[src/design/rccs_pkg.sv]
`default_nettype none

package rccs_pkg;

  localparam int unsigned MaxClassLenDef = 256;

  localparam logic [7:0] ChOpen   = 8'h5B;
  localparam logic [7:0] ChClose  = 8'h5D;
  localparam logic [7:0] ChCaret  = 8'h5E;
  localparam logic [7:0] ChDash   = 8'h2D;
  localparam logic [7:0] ChBslash = 8'h5C;
  localparam logic [7:0] ChPrintLo = 8'h20;
  localparam logic [7:0] ChPrintHi = 8'h7E;

  localparam int unsigned MinPlainLen = 3;
  localparam int unsigned MinNegLen   = 4;

  typedef enum logic [1:0] {
    PhOpen,
    PhFirst,
    PhBody
  } phase_e;

  typedef struct packed {
    phase_e     phase;
    logic       neg;
    logic [1:0] fill;
    logic [7:0] items;
    logic       err;
  } ctl_t;

  typedef struct packed {
    logic       valid_res;
    logic       negated;
    logic [7:0] item_count;
    logic [8:0] bracket_len;
  } res_t;

  function automatic logic lone_ok(input logic [7:0] b);
    lone_ok = (b inside {[ChPrintLo:ChPrintHi]}) && (b != ChBslash) && (b != ChOpen);
  endfunction

endpackage

`default_nettype wire

[src/design/regex_char_class_scanner.sv]
// Channel | Signals                                         | Direction
// in      | in_valid_i, in_stall_o, char_byte_i, last_i     | byte stream in
// out     | out_valid_o, out_stall_i, valid_res_o,          | one result per scan
//         | negated_o, item_count_o, bracket_len_o          |
// One byte per cycle sustained unless out_stall_i holds a waiting result; a result
// is valid once its closing byte has passed the input and result registers.
// Bytes pass an input register, then the scan state and result register update.
// Reset clears the scan state and both valid flags; the next byte starts a new scan.
// in_stall_o rises only while a result waits and out_stall_i holds it.
`default_nettype none

module regex_char_class_scanner import rccs_pkg::*; #(
  parameter int unsigned MAX_CLASS_LENGTH = MaxClassLenDef
) (
  input  logic       clk_i,
  input  logic       rst_ni,
  input  logic       in_valid_i,
  output logic       in_stall_o,
  input  logic [7:0] char_byte_i,
  input  logic       last_i,
  output logic       out_valid_o,
  input  logic       out_stall_i,
  output logic       valid_res_o,
  output logic       negated_o,
  output logic [7:0] item_count_o,
  output logic [8:0] bracket_len_o
);

  localparam int unsigned PosW = $clog2(MAX_CLASS_LENGTH);

  logic            in_v_q, in_v_d;
  logic [7:0]      in_byte_q;
  logic            in_last_q;
  ctl_t            ctl_q, ctl_d;
  logic [PosW-1:0] pos_q, pos_d;
  logic [7:0]      p0_q, p0_d, p1_q, p1_d;
  logic            out_v_q, out_v_d;
  res_t            res_q, res_d;
  logic            emit;
  logic            advance;
  logic            in_take;

  rccs_step #(
    .MAX_CLASS_LENGTH(MAX_CLASS_LENGTH)
  ) u_step (
    .ctl_i (ctl_q),
    .pos_i (pos_q),
    .p0_i  (p0_q),
    .p1_i  (p1_q),
    .b_i   (in_byte_q),
    .last_i(in_last_q),
    .ctl_o (ctl_d),
    .pos_o (pos_d),
    .p0_o  (p0_d),
    .p1_o  (p1_d),
    .emit_o(emit),
    .res_o (res_d)
  );

  assign advance    = in_v_q && (!emit || !out_v_q || !out_stall_i);
  assign in_stall_o = in_v_q && !advance;
  assign in_take    = in_valid_i && !in_stall_o;

  always_comb begin
    in_v_d = in_v_q;
    if (in_take) begin
      in_v_d = 1'b1;
    end else if (advance) begin
      in_v_d = 1'b0;
    end
    out_v_d = out_v_q;
    if (advance && emit) begin
      out_v_d = 1'b1;
    end else if (out_v_q && !out_stall_i) begin
      out_v_d = 1'b0;
    end
  end

  always_ff @(posedge clk_i or negedge rst_ni) begin
    if (!rst_ni) begin
      in_v_q  <= 1'b0;
      out_v_q <= 1'b0;
      ctl_q   <= '{phase: PhOpen, neg: 1'b0, fill: 2'd0, items: 8'd0, err: 1'b0};
      pos_q   <= '0;
    end else begin
      in_v_q  <= in_v_d;
      out_v_q <= out_v_d;
      if (advance) begin
        ctl_q <= ctl_d;
        pos_q <= pos_d;
      end
    end
  end

  always_ff @(posedge clk_i) begin
    if (in_take) begin
      in_byte_q <= char_byte_i;
      in_last_q <= last_i;
    end
    if (advance) begin
      p0_q <= p0_d;
      p1_q <= p1_d;
    end
    if (advance && emit) begin
      res_q <= res_d;
    end
  end

  assign out_valid_o   = out_v_q;
  assign valid_res_o   = res_q.valid_res;
  assign negated_o     = res_q.negated;
  assign item_count_o  = res_q.item_count;
  assign bracket_len_o = res_q.bracket_len;

endmodule

`default_nettype wire

[src/design/rccs_step.sv]
`default_nettype none

module rccs_step import rccs_pkg::*; #(
  parameter int unsigned MAX_CLASS_LENGTH = MaxClassLenDef,
  localparam int unsigned PosW = $clog2(MAX_CLASS_LENGTH),
  localparam int unsigned LenW = PosW + 1
) (
  input  ctl_t            ctl_i,
  input  logic [PosW-1:0] pos_i,
  input  logic [7:0]      p0_i,
  input  logic [7:0]      p1_i,
  input  logic [7:0]      b_i,
  input  logic            last_i,
  output ctl_t            ctl_o,
  output logic [PosW-1:0] pos_o,
  output logic [7:0]      p0_o,
  output logic [7:0]      p1_o,
  output logic            emit_o,
  output res_t            res_o
);

  logic [LenW-1:0] pos_inc;
  logic [LenW-1:0] need;
  logic [LenW+8:0] len_ext;
  logic [1:0]      inc;
  logic            err_add;
  logic            close;
  logic            ok;
  logic [8:0]      sum;

  always_comb begin
    ctl_o   = ctl_i;
    pos_o   = pos_i;
    p0_o    = p0_i;
    p1_o    = p1_i;
    inc     = 2'd0;
    err_add = 1'b0;
    emit_o  = 1'b0;
    close   = 1'b0;
    pos_inc = {1'b0, pos_i} + LenW'(1);
    need    = ctl_i.neg ? LenW'(MinNegLen) : LenW'(MinPlainLen);
    len_ext = {9'b0, pos_inc};

    case (ctl_i.phase)
      PhOpen: begin
        if (b_i != ChOpen) begin
          emit_o = 1'b1;
        end else begin
          ctl_o.phase = PhFirst;
          pos_o       = PosW'(1);
          if (last_i) emit_o = 1'b1;
        end
      end
      default: begin
        if (b_i == ChClose) begin
          // flush the window
          case (ctl_i.fill)
            2'd2: begin
              if (p0_i == ChBslash) begin
                inc = 2'd1;
              end else begin
                inc     = 2'd2;
                err_add = !lone_ok(p0_i) || !lone_ok(p1_i);
              end
            end
            2'd1: begin
              inc     = 2'd1;
              err_add = !lone_ok(p0_i);
            end
            default: ;
          endcase
          emit_o = 1'b1;
          close  = 1'b1;
        end else begin
          if (ctl_i.phase == PhFirst && b_i == ChCaret) begin
            ctl_o.neg = 1'b1;
          end else begin
            case (ctl_i.fill)
              2'd0: begin
                p0_o       = b_i;
                ctl_o.fill = 2'd1;
              end
              2'd1: begin
                p1_o       = b_i;
                ctl_o.fill = 2'd2;
              end
              default: begin
                if (p1_i == ChDash) begin
                  inc        = 2'd1;
                  err_add    = !($signed(p0_i) <= $signed(b_i));
                  ctl_o.fill = 2'd0;
                end else if (p0_i == ChBslash) begin
                  inc        = 2'd1;
                  p0_o       = b_i;
                  ctl_o.fill = 2'd1;
                end else begin
                  inc        = 2'd1;
                  err_add    = !lone_ok(p0_i);
                  p0_o       = p1_i;
                  p1_o       = b_i;
                  ctl_o.fill = 2'd2;
                end
              end
            endcase
          end
          ctl_o.phase = PhBody;
          pos_o       = pos_inc[PosW-1:0];
          if (last_i || pos_inc >= LenW'(MAX_CLASS_LENGTH)) emit_o = 1'b1;
        end
      end
    endcase

    sum         = {1'b0, ctl_i.items} + 9'(inc);
    ctl_o.items = sum[8] ? 8'hFF : sum[7:0];
    ctl_o.err   = ctl_i.err | err_add;
    ok          = close && !ctl_o.err && (pos_inc >= need);

    res_o.valid_res   = ok;
    res_o.negated     = ok & ctl_i.neg;
    res_o.item_count  = ok ? ctl_o.items : 8'd0;
    res_o.bracket_len = ok ? len_ext[8:0] : 9'd0;

    if (emit_o) begin
      ctl_o = '{phase: PhOpen, neg: 1'b0, fill: 2'd0, items: 8'd0, err: 1'b0};
      pos_o = '0;
    end
  end

endmodule

`default_nettype wire

[config.mk]
export PLATFORM = sky130hd
export DESIGN_NAME = regex_char_class_scanner
export DESIGN_NICKNAME = d
export VERILOG_FILES = /design/src/design/rccs_pkg.sv /design/src/design/regex_char_class_scanner.sv /design/src/design/rccs_step.sv
export SDC_FILE = /design/constraint.sdc
export NUM_CORES = 1
export LEC_CHECK = 0
export ABC_AREA = 1
export BUFFER_PORTS_ARGS = -buffer_cell sky130_fd_sc_hd__buf_4
export CAP_MARGIN = 10
export CORE_AREA = 2 2 74 104
export CTS_CLUSTER_SIZE = 10
export DETAILED_ROUTE_END_ITERATION = 8
export DIE_AREA = 0 0 76 106
export GPL_TIMING_DRIVEN = 1
export PLACE_DENSITY = 0.8
export SYNTH_ARGS = -nofsm -noshare
export SYNTH_HDL_FRONTEND = slang
export SYNTH_SLANG_ARGS = --single-unit
[constraint.sdc]
create_clock -name clk_i -period 6.3 [get_ports clk_i]
set_clock_uncertainty 0.1 [all_clocks]
set_input_delay 0.945 -clock clk_i [delete_from_list [all_inputs] [get_ports clk_i]]
set_output_delay 0.945 -clock clk_i [all_outputs]
set_load 0.005 [all_outputs]
==> qor.yml, run 1 <==
fmax_mhz: 301
timing.critical_path.required_ps: 6460
setup_slack_ps: 2970
rsz0062_at_grt: "false"
nFillCells: 588
viasPerCell: 5.19
syn_to_final_growth_pct: 12.9
dp_slack_ps: 3010
final_antenna_net_count: 0
power.leakage_uw: 0.00193
ys_seq_area_share_pct: 51.6
synth.ff_latch_count: 68
clk_latency_ps: 350
arrival_ps: 3490
avgSynthCellArea_um2: 9.11
setup_tns_ps: 0
clk_pin_slew_worst_paths_ps: 80
numCtsBuffers: 9
min_period_ps: 3330
min-delay-path-class: "input pin to asynchronous set/reset pin"
syn-num-nets: 440
cp-end-kind: "flop"
grt_util_all_layers_pct: 20.4
slew_viol_final: 0
core-area_um2: 7180
fp.dieW_um: 76
clock_sinks: 68
path_class: "flop to flop"
synth_cells: 409
fp.dieH_um: 106
die_area_um2: 8060
worst_pin_slew_ps: 810
antenna_found_initial: 0
first_global_vias: 2839
antenna_cells: 0
totalWireLength_um: 7680
grt-ovfl-total: 0
clockBufferDepth: 2
cts_tree: "built"
max_slew_margin_pct: 46.0
netlist_area_um2: 3730
yosysUniqueCellTypes: 34
grt_max_degree: 25
cts.htree.levels: 3
postCtsHoldBufs: 0
drtIter0Drc: 177
vias: 2854
fin_nets: 479
status: "completed"
peakVddDrop_mv: 0.208
maxCapViolCount: 0
drc_errors: 0
wl_per_cell_um: 14.0
dr.pass1.iters: 6
power_density_nw_per_um2: 344
grt_pass1_wl_um: 12800
hold_violations: 0
gp_congestion: 0.853
synth_warnings: 0
cp_max_fo: 7
io_pins: 34
fin_crit_sh_pct: 52.8
setup-violations-final: 0
hpwl_um: 5750
cts_root_buffer: "clkbuf_8"
placementRows: 37
cts_resized: 0
drive_gt1_share_pct: 16.8
cts_setup_buffers: 0
start_util_pct: 51.9
holdWs_ps: 383
io_buffers: 33
worstSetupStartpointType: "flop"
==> through the flow <==
| step | instance area, µm² | utilization, % | std cells | power [µW] |
|---|---|---|---|---|
| 3_3_place_gp | 4050 | 56.5 | 534 | 1140 |
| 5_1_grt | 4210 | 58.6 | 550 | 1540 |
| 2_1_floorplan | 3730 | - | 409 | 1000 |
| 6_report | 4210 | 58.6 | 550 | 1450 |
| 3_5_place_dp | 4050 | 56.5 | 534 | 1160 |
| 4_1_cts | 4210 | 58.6 | 550 | 1450 |
==> worst max-delay path: stages (launching register included) <==
cell	delay, ps
edfxtp_1	470
nor3_4	330
nand4_4	180
nor3_2	170
nand2_1	60
o21ai_0	90
ha_1	200
inv_1	50
fa_1	380
inv_1	100
nand4_1	130
nor2_1	120
nand2_1	90
nor2_1	400
nor2_1	130
o21ai_0	220
==> cell usage after synthesis, drive strengths merged <==
library cell  instances  share of area, %
buf                   4               1.0
nand3                21               3.2
ha                   17               5.7
clkbuf                1              0.10
xor2                  4              0.94
a21o                  1              0.20
o21a                  1              0.20
o211ai                2              0.40
nor2                 56               6.4
fa                    1              0.54
inv                  70               7.1
dfrtp                24                16
a21oi                10               1.3
or2                   1              0.17
nand4                15               4.2
nor3                  8               1.9
o21ai                22               3.0
nor4                  1              0.17
o22ai                 7               1.2
nand3b                3              0.60
nand2                96                10
edfxtp               44                35
==> cell families (layout without fill, tap and decap cells) <==
group	Yosys count	count (layout)	synth area share, %
adders and majority gates	18	18	6.25
and+or+nand+nor	201	201	26.7
xor gates and xnor gates	4	4	0.940
DFF	68	68	51.6
AOI/OAI and AO/OA	43	43	6.28
buffers and inverters	75	119	8.26
==> layout make-up <==
class                           instances  area, µm²  area share, %
Sequential cell                        68       1920           45.7
Multi-Input combinational cell        266       1500           35.6
Inverter                               70        265           6.30
Timing Repair Buffer                   33        248           5.89
Clock buffer                           12        135           3.21
Tap cell                               97        121           2.88
Clock inverter                          4       20.0          0.476
==> path summary, 6_finish.rpt <==
kind	startpoint	endpoint	slack (ps)	cells after the start
min	rst_ni	ctl_q[7]	380	1
max reg2reg	in_byte_q[5]	ctl_q[4]	2970	15
max in group asynchronous	rst_ni	pos_q[4]	5460	1
max	in_byte_q[5]	ctl_q[4]	2970	15
min in group clk_i	in_byte_q[3]	p1_q[3]	380	0
min reg2reg	in_byte_q[3]	p1_q[3]	380	0
==> cell usage in the layout (no fill, tap or decap), types with 4 or more instances in the layout <==
| cell | count |
|---|---|
| nand3_1 | 20 |
| clkinv_2 | 4 |
| clkbuf_8 | 9 |
| a21oi_1 | 10 |
| nor2_2 | 11 |
| nand2_1 | 92 |
| xor2_1 | 4 |
| dfrtp_1 | 24 |
| inv_1 | 68 |
| nand4_1 | 9 |
| buf_4 | 33 |
| o21ai_0 | 18 |
| nor3_2 | 4 |
| nor2_1 | 45 |
| o22ai_1 | 7 |
| o21ai_1 | 4 |
| edfxtp_1 | 44 |
| ha_1 | 17 |
==> flip-flops by register name, indices dropped and copies added, names as in the netlist <==
signal / flops
p0_q: 8
bracket_len_o: 9
p1_q: 8
in_byte_q: 8
pos_q: 8
ctl_q: 14
in_v_q: 1
out_valid_o: 1
in_last_q: 1
negated_o: 1
item_count_o: 8
valid_res_o: 1
==> power by group <==
| group | internal, µW | total (µW) | switching (µW) |
|---|---|---|---|
| combinational | 173 | 484 | 311 |
| sequential | 598 | 665 | 66.8 |
| clock | 140 | 297 | 156 |
==> layer usage <==
layer	vias up	global-route usage (%)	share of wire, %
li1	1419	-	-
met1	1337	22.0	40
met2	78	36.7	53
met3	20	5.09	4.0
met4	0	10.6	3.0
met5	-	0	0
Note: power is estimated with default switching activity, not from simulation.
==> inputs of run 2 (changes only) <==
==> constraint.sdc (replaced) <==
create_clock -name clk_i -period 3.4 [get_ports clk_i]
set_clock_uncertainty 0.1 [all_clocks]
set_input_delay 0.51 -clock clk_i [delete_from_list [all_inputs] [get_ports clk_i]]
set_output_delay 0.51 -clock clk_i [all_outputs]
set_load 0.005 [all_outputs]
==> run 2 against run 1 <==
  * Flip-flop and latch count unchanged
  * Final area grew 1.6%
  * Non-clock buffer count is 3 higher
  * Count of clock-buffer cells in the layout rose by 1
  * Clock power up 89%
  * Fmax grew 6.2%
  * Die area is the same
  * Via count increased by 0.77%
  * Critical path depth up 1
  * Critical path type unchanged
  * Largest power group unchanged
==> qor.yml, run 2 (synthesis results as in run 1) <==
final_common_cell: "nand2_1"
grt_util_all_layers_pct: 20.7  # +0.31 points
worst_pin_slew_ps: 632  # -178 ps
fin_nets: 482  # +0.63%
setup_tns_ps: 0  # unchanged
totalWireLength_um: 7660  # -0.26%
gp_congestion: 0.860  # +0.76%
clock_sinks: 68  # unchanged
peakVddDrop_mv: 0.426  # +110%
min_to: "in_byte_q[0]"
grt_pass1_wl_um: 13000  # +1.8%
timing.critical_path.required_ps: 3490  # -2970 ps
worstSetupStartpointType: "flop"
fin_crit_sh_pct: 92.1  # +39 points
grt_max_degree: 25  # unchanged
antenna_cells: 0  # unchanged
drive_gt1_share_pct: 17.8  # +0.99 points
first_global_vias: 2939  # +3.5%
max_slew_margin_pct: 57.7  # +12 points
status: "completed"
io_buffers: 33  # unchanged
clk_latency_ps: 340  # about the same
maxCapViolCount: 0  # unchanged
cp_max_fo: 7  # unchanged
r2r-end: "item_count_o[4]"
layout_common_cells: "91 x nand2_1, 68 x inv_1, 44 x edfxtp_1"
io_pins: 34  # unchanged
setup_slack_ps: 267  # -2710 ps
power_uw: 2720  # +88%
dp_slack_ps: 164  # -2840 ps
numCtsBuffers: 9  # unchanged
setup-violations-final: 0  # unchanged
hold-path-cell-count: 1
min-delay-path-class: "input pin to flop"
largest_register_ffs: 14  # unchanged
viasPerCell: 5.20  # +0.22%
syn_to_final_growth_pct: 14.7
r2r-start: "in_byte_q[6]"
worstHoldStart: "char_byte_i[0]"
cts.htree.levels: 3  # unchanged
cts_tree: "built"
fmax_mhz: 319  # +6.2%
drc_errors: 0  # unchanged
fp.dieW_um: 76  # unchanged
placementRows: 37  # unchanged
min_period_ps: 3130  # -194 ps
power_density_nw_per_um2: 636  # +85%
nFillCells: 596  # +1.4%
vias: 2876  # +0.77%
arrival_ps: 3230  # -260 ps
dr.pass1.iters: 4  # -2
hold_violations: 0  # unchanged
clk_pin_slew_worst_paths_ps: 60  # -20 ps
cp-end-kind: "flop"
hpwl_um: 5740  # -0.24%
final_antenna_net_count: 0  # unchanged
path_class: "flop to flop"
antenna_found_initial: 0  # unchanged
reg2reg_slack_ps: 270  # -2710 ps
die_area_um2: 8060  # unchanged
grt-ovfl-total: 0  # unchanged
core-area_um2: 7180  # unchanged
cts_root_buffer: "clkbuf_8"
cp-startpoint: "in_byte_q[6]"
drtIter0Drc: 150  # -15%
start_util_pct: 51.9  # unchanged
power.leakage_uw: 0.00195  # +1.2%
fp.dieH_um: 106  # unchanged
top_register: "ctl_q"
reg2regPathDepth: 16  # +1
wl_per_cell_um: 13.8  # -0.80%
clockBufferDepth: 2  # unchanged
slew_viol_final: 0  # unchanged
[run 2: worst max path at each step]
stage / end / depth (start not counted)
final: item_count_o[4] / 16
after global routing: item_count_o[4] / 16
after global placement: item_count_o[5] / 15
after floorplan: item_count_o[2] / 15
after detailed placement: item_count_o[0] / 15
after CTS: item_count_o[0] / 15
[run 2: cell type report]
class,count,area (µm²),share of cell area [%]
Inverter,70,265,6.21
Tap cell,97,121,2.84
Timing Repair Buffer,36,285,6.67
Clock buffer,13,149,3.48
Clock inverter,3,13.8,0.322
Multi-Input combinational cell,266,1520,35.5
Sequential cell,68,1920,45.0
[run 2: routing by layer]
layer	global-route usage, %	vias up	wire [µm]
met2	38.3	83	4060
met4	13.2	0	282
met3	4.24	27	335
met1	21.0	1339	2980
met5	0	-	0
li1	-	1427	-
[run 2: repair_timing]
action	in CTS	in global routing
endpoints found under the hold margin	24	0
hold buffers	1	0
endpoints found under the setup margin	0	14
resized for setup	0	6
setup buffers	0	1
[run 2: through the flow]
step | std cells | instance area, µm² | hold WS, ps | util (%)
finish | 553 | 4270 | 242 | 59.6
floorplan | 409 | 3730 | 114 | -
global route | 553 | 4270 | 225 | 59.6
global placement | 535 | 4070 | 332 | 56.8
detailed placement | 535 | 4070 | 335 | 56.8
CTS | 552 | 4250 | 229 | 59.2
[run 2: where the power goes]
part / switching [µW] / internal [µW]
Sequential: 124 / 1110
Clock: 280 / 280
Combinational: 589 / 341
[run 2: critical path, cell delays in order, from the launching register on]
cell and delay [ps]:
edfxtp_1 380, nand2_2 90, nor3_4 310, nand4_4 200
nor3_4 170, nand2_1 70, o21ai_0 100, ha_2 220
inv_1 50, fa_1 380, inv_1 100, nand4_1 140
nor2_2 170, nand2_2 90, nor2_4 200, a21oi_1 90
nor2_2 110
==> inputs of run 3 (changes only) <==
--- a/config.mk
+++ b/config.mk
@@ -9,11 +9,13 @@
 export BUFFER_PORTS_ARGS = -buffer_cell sky130_fd_sc_hd__buf_4
 export CAP_MARGIN = 10
 export CORE_AREA = 2 2 74 104
+export CTS_BUF_LIST = sky130_fd_sc_hd__clkbuf_4 sky130_fd_sc_hd__clkbuf_8 sky130_fd_sc_hd__clkbuf_16
 export CTS_CLUSTER_SIZE = 10
 export DETAILED_ROUTE_END_ITERATION = 8
 export DIE_AREA = 0 0 76 106
 export GPL_TIMING_DRIVEN = 1
-export PLACE_DENSITY = 0.8
+export PLACE_DENSITY = 0.82
+export REMOVE_ABC_BUFFERS = 1
 export SYNTH_ARGS = -nofsm -noshare
 export SYNTH_HDL_FRONTEND = slang
 export SYNTH_SLANG_ARGS = --single-unit
==> constraint.sdc (replaced) <==
create_clock -name clk_i -period 2.6 [get_ports clk_i]
set_clock_uncertainty 0.1 [all_clocks]
set_input_delay 0.39 -clock clk_i [delete_from_list [all_inputs] [get_ports clk_i]]
set_output_delay 0.39 -clock clk_i [all_outputs]
set_load 0.005 [all_outputs]
==> run 3 against run 2 <==
  * The run now ends with setup timing left
  * Final area increased by 8.6%
  * First-iteration DRC count grew 71%
  * Die area stayed put
  * Sequential share of layout area decreased by 3.6 points
  * Power up 45%
  * Non-clock buffer count is 43 higher
  * Sequential power grew 28%
  * Clock power grew 48%
  * Wire length rose by 7.0%
  * Fmax grew 9.0%
  * Critical path type unchanged
  * Largest power group unchanged
==> qor.yml, run 3 (synthesis results as in run 1) <==
power.leakage_uw: 0.00217  # +12%
violations: "setup timing"
largest_register_ffs: 14  # unchanged
grtUsageMet1_pct: 23.0  # +2.1 points
antenna_found_initial: 0  # unchanged
cp_cell_sequence: "nor3_4 -> nand4_4 -> nor3_4 -> nand2_1 -> o21ai_2 -> ha_2 -> inv_2 -> fa_2 -> inv_2 -> nand4_1 -> nor2_1 -> nand2_1 -> nor2_1 -> buf_4 -> a21oi_2 -> o22ai_1"
reg2reg_slack_ps: -270  # -540 ps
clk_latency_ps: 350  # about the same
fin_nets: 525  # +8.9%
fin_crit_sh_pct: 111  # +18 points
setup-violations-final: 17  # +17
first_global_vias: 3061  # +4.2%
drive_gt1_share_pct: 26.9  # +9.1 points
rsz0062_at_grt: "true"
arrival_ps: 3040  # -190 ps
power_uw: 3940  # +45%
reg2regPathDepth: 16  # unchanged
worstSetupStartpointType: "flop"
viasPerCell: 5.21  # +0.11%
p_sw_uw: 1420  # +43%
antenna_cells: 0  # unchanged
hold_violations: 0  # unchanged
layout_common_cells: "92 x nand2_1, 77 x buf_4, 66 x inv_1"
syn_to_final_growth_pct: 24.5
ff_latch_area_um2: 1920  # unchanged
r2r-start: "in_byte_q[5]"
min_period_ps: 2870  # -258 ps
power_density_nw_per_um2: 849  # +33%
cts.htree.levels: 3  # unchanged
cts_root_buffer: "clkbuf_8"
maxCapViolCount: 0  # unchanged
slowest_stage: "edfxtp_1"
drc_errors: 0  # unchanged
cp-end-kind: "flop"
p_comb_share_pct: 38.9  # +4.7 points
multi_input_area_um2: 1530  # +0.91%
fp.dieH_um: 106  # unchanged
cts_tree: "built"
seqPwrFrac_pct: 40.0  # -5.2 points
dr.pass1.iters: 6  # +2
use_met2_pct: 37.8  # -0.51 points
clock_power_share_pct: 21.1  # +0.5 points
timing.critical_path.required_ps: 2770  # -720 ps
grt_pass1_wl_um: 13500  # +3.9%
stdcell_area_um2: 4640  # +8.6%
wl_per_cell_um: 13.7  # -0.73%
fp.dieW_um: 76  # unchanged
grt_use_met3_pct: 6.03  # +1.8 points
io_pins: 34  # unchanged
peakVddDrop_mv: 0.487  # +14%
start_util_pct: 51.9  # unchanged
fmax_mhz: 348  # +9.0%
grt_max_degree: 25  # unchanged
setup_slack_ps: -274  # -542 ps
clock_sinks: 68  # unchanged
holdWs_ps: 112  # -130 ps
swShare_pct: 36.0  # -0.45 points
dpl_cell_area_um2: 4370  # +7.4%
vias: 3103  # +7.9%
gp_congestion: 0.801  # -6.9%
io_buffers: 33  # unchanged
placementRows: 37  # unchanged
r2r-end: "ctl_q[6]"
core-area_um2: 7180  # unchanged
final_antenna_net_count: 0  # unchanged
p_int_uw: 2520  # +46%
setup_tns_ps: -3840  # -3840 ps
worst_pin_slew_ps: 506  # -126 ps
clockBufferDepth: 2  # unchanged
slew_viol_final: 0  # unchanged
grt.busiest_layer: "met2"
cp-startpoint: "in_byte_q[5]"
status: "finished, violations left"
max_slew_margin_pct: 66.0  # +8.3 points
totalWireLength_um: 8190  # +7.0%
final_common_cell: "nand2_1"
drtIter0Drc: 256  # +71%
max_stage_delay_ps: 430  # +50 ps
numCtsBuffers: 9  # unchanged
hpwl_um: 5980  # +4.2%
die_area_um2: 8060  # unchanged
min-delay-path-class: "input pin to flop"
clk_pin_slew_worst_paths_ps: 70  # about the same
top_register: "ctl_q"
path_class: "flop to flop"
cp_max_fo: 7  # unchanged
grt-ovfl-total: 0  # unchanged
crit_path_end: "ctl_q[6]"
grt_util_all_layers_pct: 21.5  # +0.85 points
nFillCells: 551  # -7.6%
run 3: cell count changes in the layout (fill, tap and decap cells not counted), sizes merged:
| cell | change |
|---|---|
| buf | +43 |
| clkbuf | -1 |
| clkinvlp | +1 |
run 3: cell type report:
type                       count  area share [%]
clock buffer                  12            3.67
tap                           97            2.62
multi-input combinational    266            33.0
sequential                    68            41.4
inverter                      70            5.72
timing repair buffer          79            13.1
clock inverter                 4           0.485
run 3: layer usage:
| metal | share of wire, % | wire length (µm) |
|---|---|---|
| met1 | 39 | 3160 |
| met2 | 53 | 4360 |
| met3 | 5.2 | 422 |
| met4 | 3.0 | 245 |
| met5 | 0 | 0 |
run 3: metrics by stage:
step	util [%]	std cells	setup WS, ps
global route	64.7	596	-500
detailed placement	60.9	575	-269
global placement	60.9	575	-129
finish	64.7	596	-274
floorplan	-	404	-228
CTS	64.5	595	-191
run 3: repair_timing:
action | 4_1_cts | 5_1_grt
hold buffers | 1 | 0
pin swaps | 9 | 3
endpoints found under the hold margin | 24 | 0
setup endpoints to repair | 16 | 17
buffers inserted | 3 | 1
resized for setup | 12 | 2
run 3: power by group through the flow:
stage               Clock (µW)  Combinational [µW]  Sequential, µW
global route               895                1710            1600
finish                     830                1530            1580
floorplan                    0                 793            1600
CTS                        844                1500            1570
global placement             0                1400            1580
detailed placement           0                1470            1590
run 3: worst max-delay path: cells and delay by family (launching register included):
| family | cells | cell delay, ps |
|---|---|---|
| AO/OA/AOI/OAI | 3 | 330 |
| adder cells (fa/ha/maj) | 2 | 540 |
| buffers and inverters | 3 | 270 |
| flip-flops | 1 | 430 |
| AND/OR/NAND/NOR | 8 | 1130 |
run 3: worst min path at each step:
stage,cells past startpoint,from,to
3_3_place_gp,1,rst_ni,ctl_q[6]
5_1_grt,1,last_i,in_last_q
4_1_cts,1,last_i,in_last_q
2_1_floorplan,0,rst_ni,ctl_q[0]
6_report,1,last_i,in_last_q
3_5_place_dp,1,rst_ni,ctl_q[4]
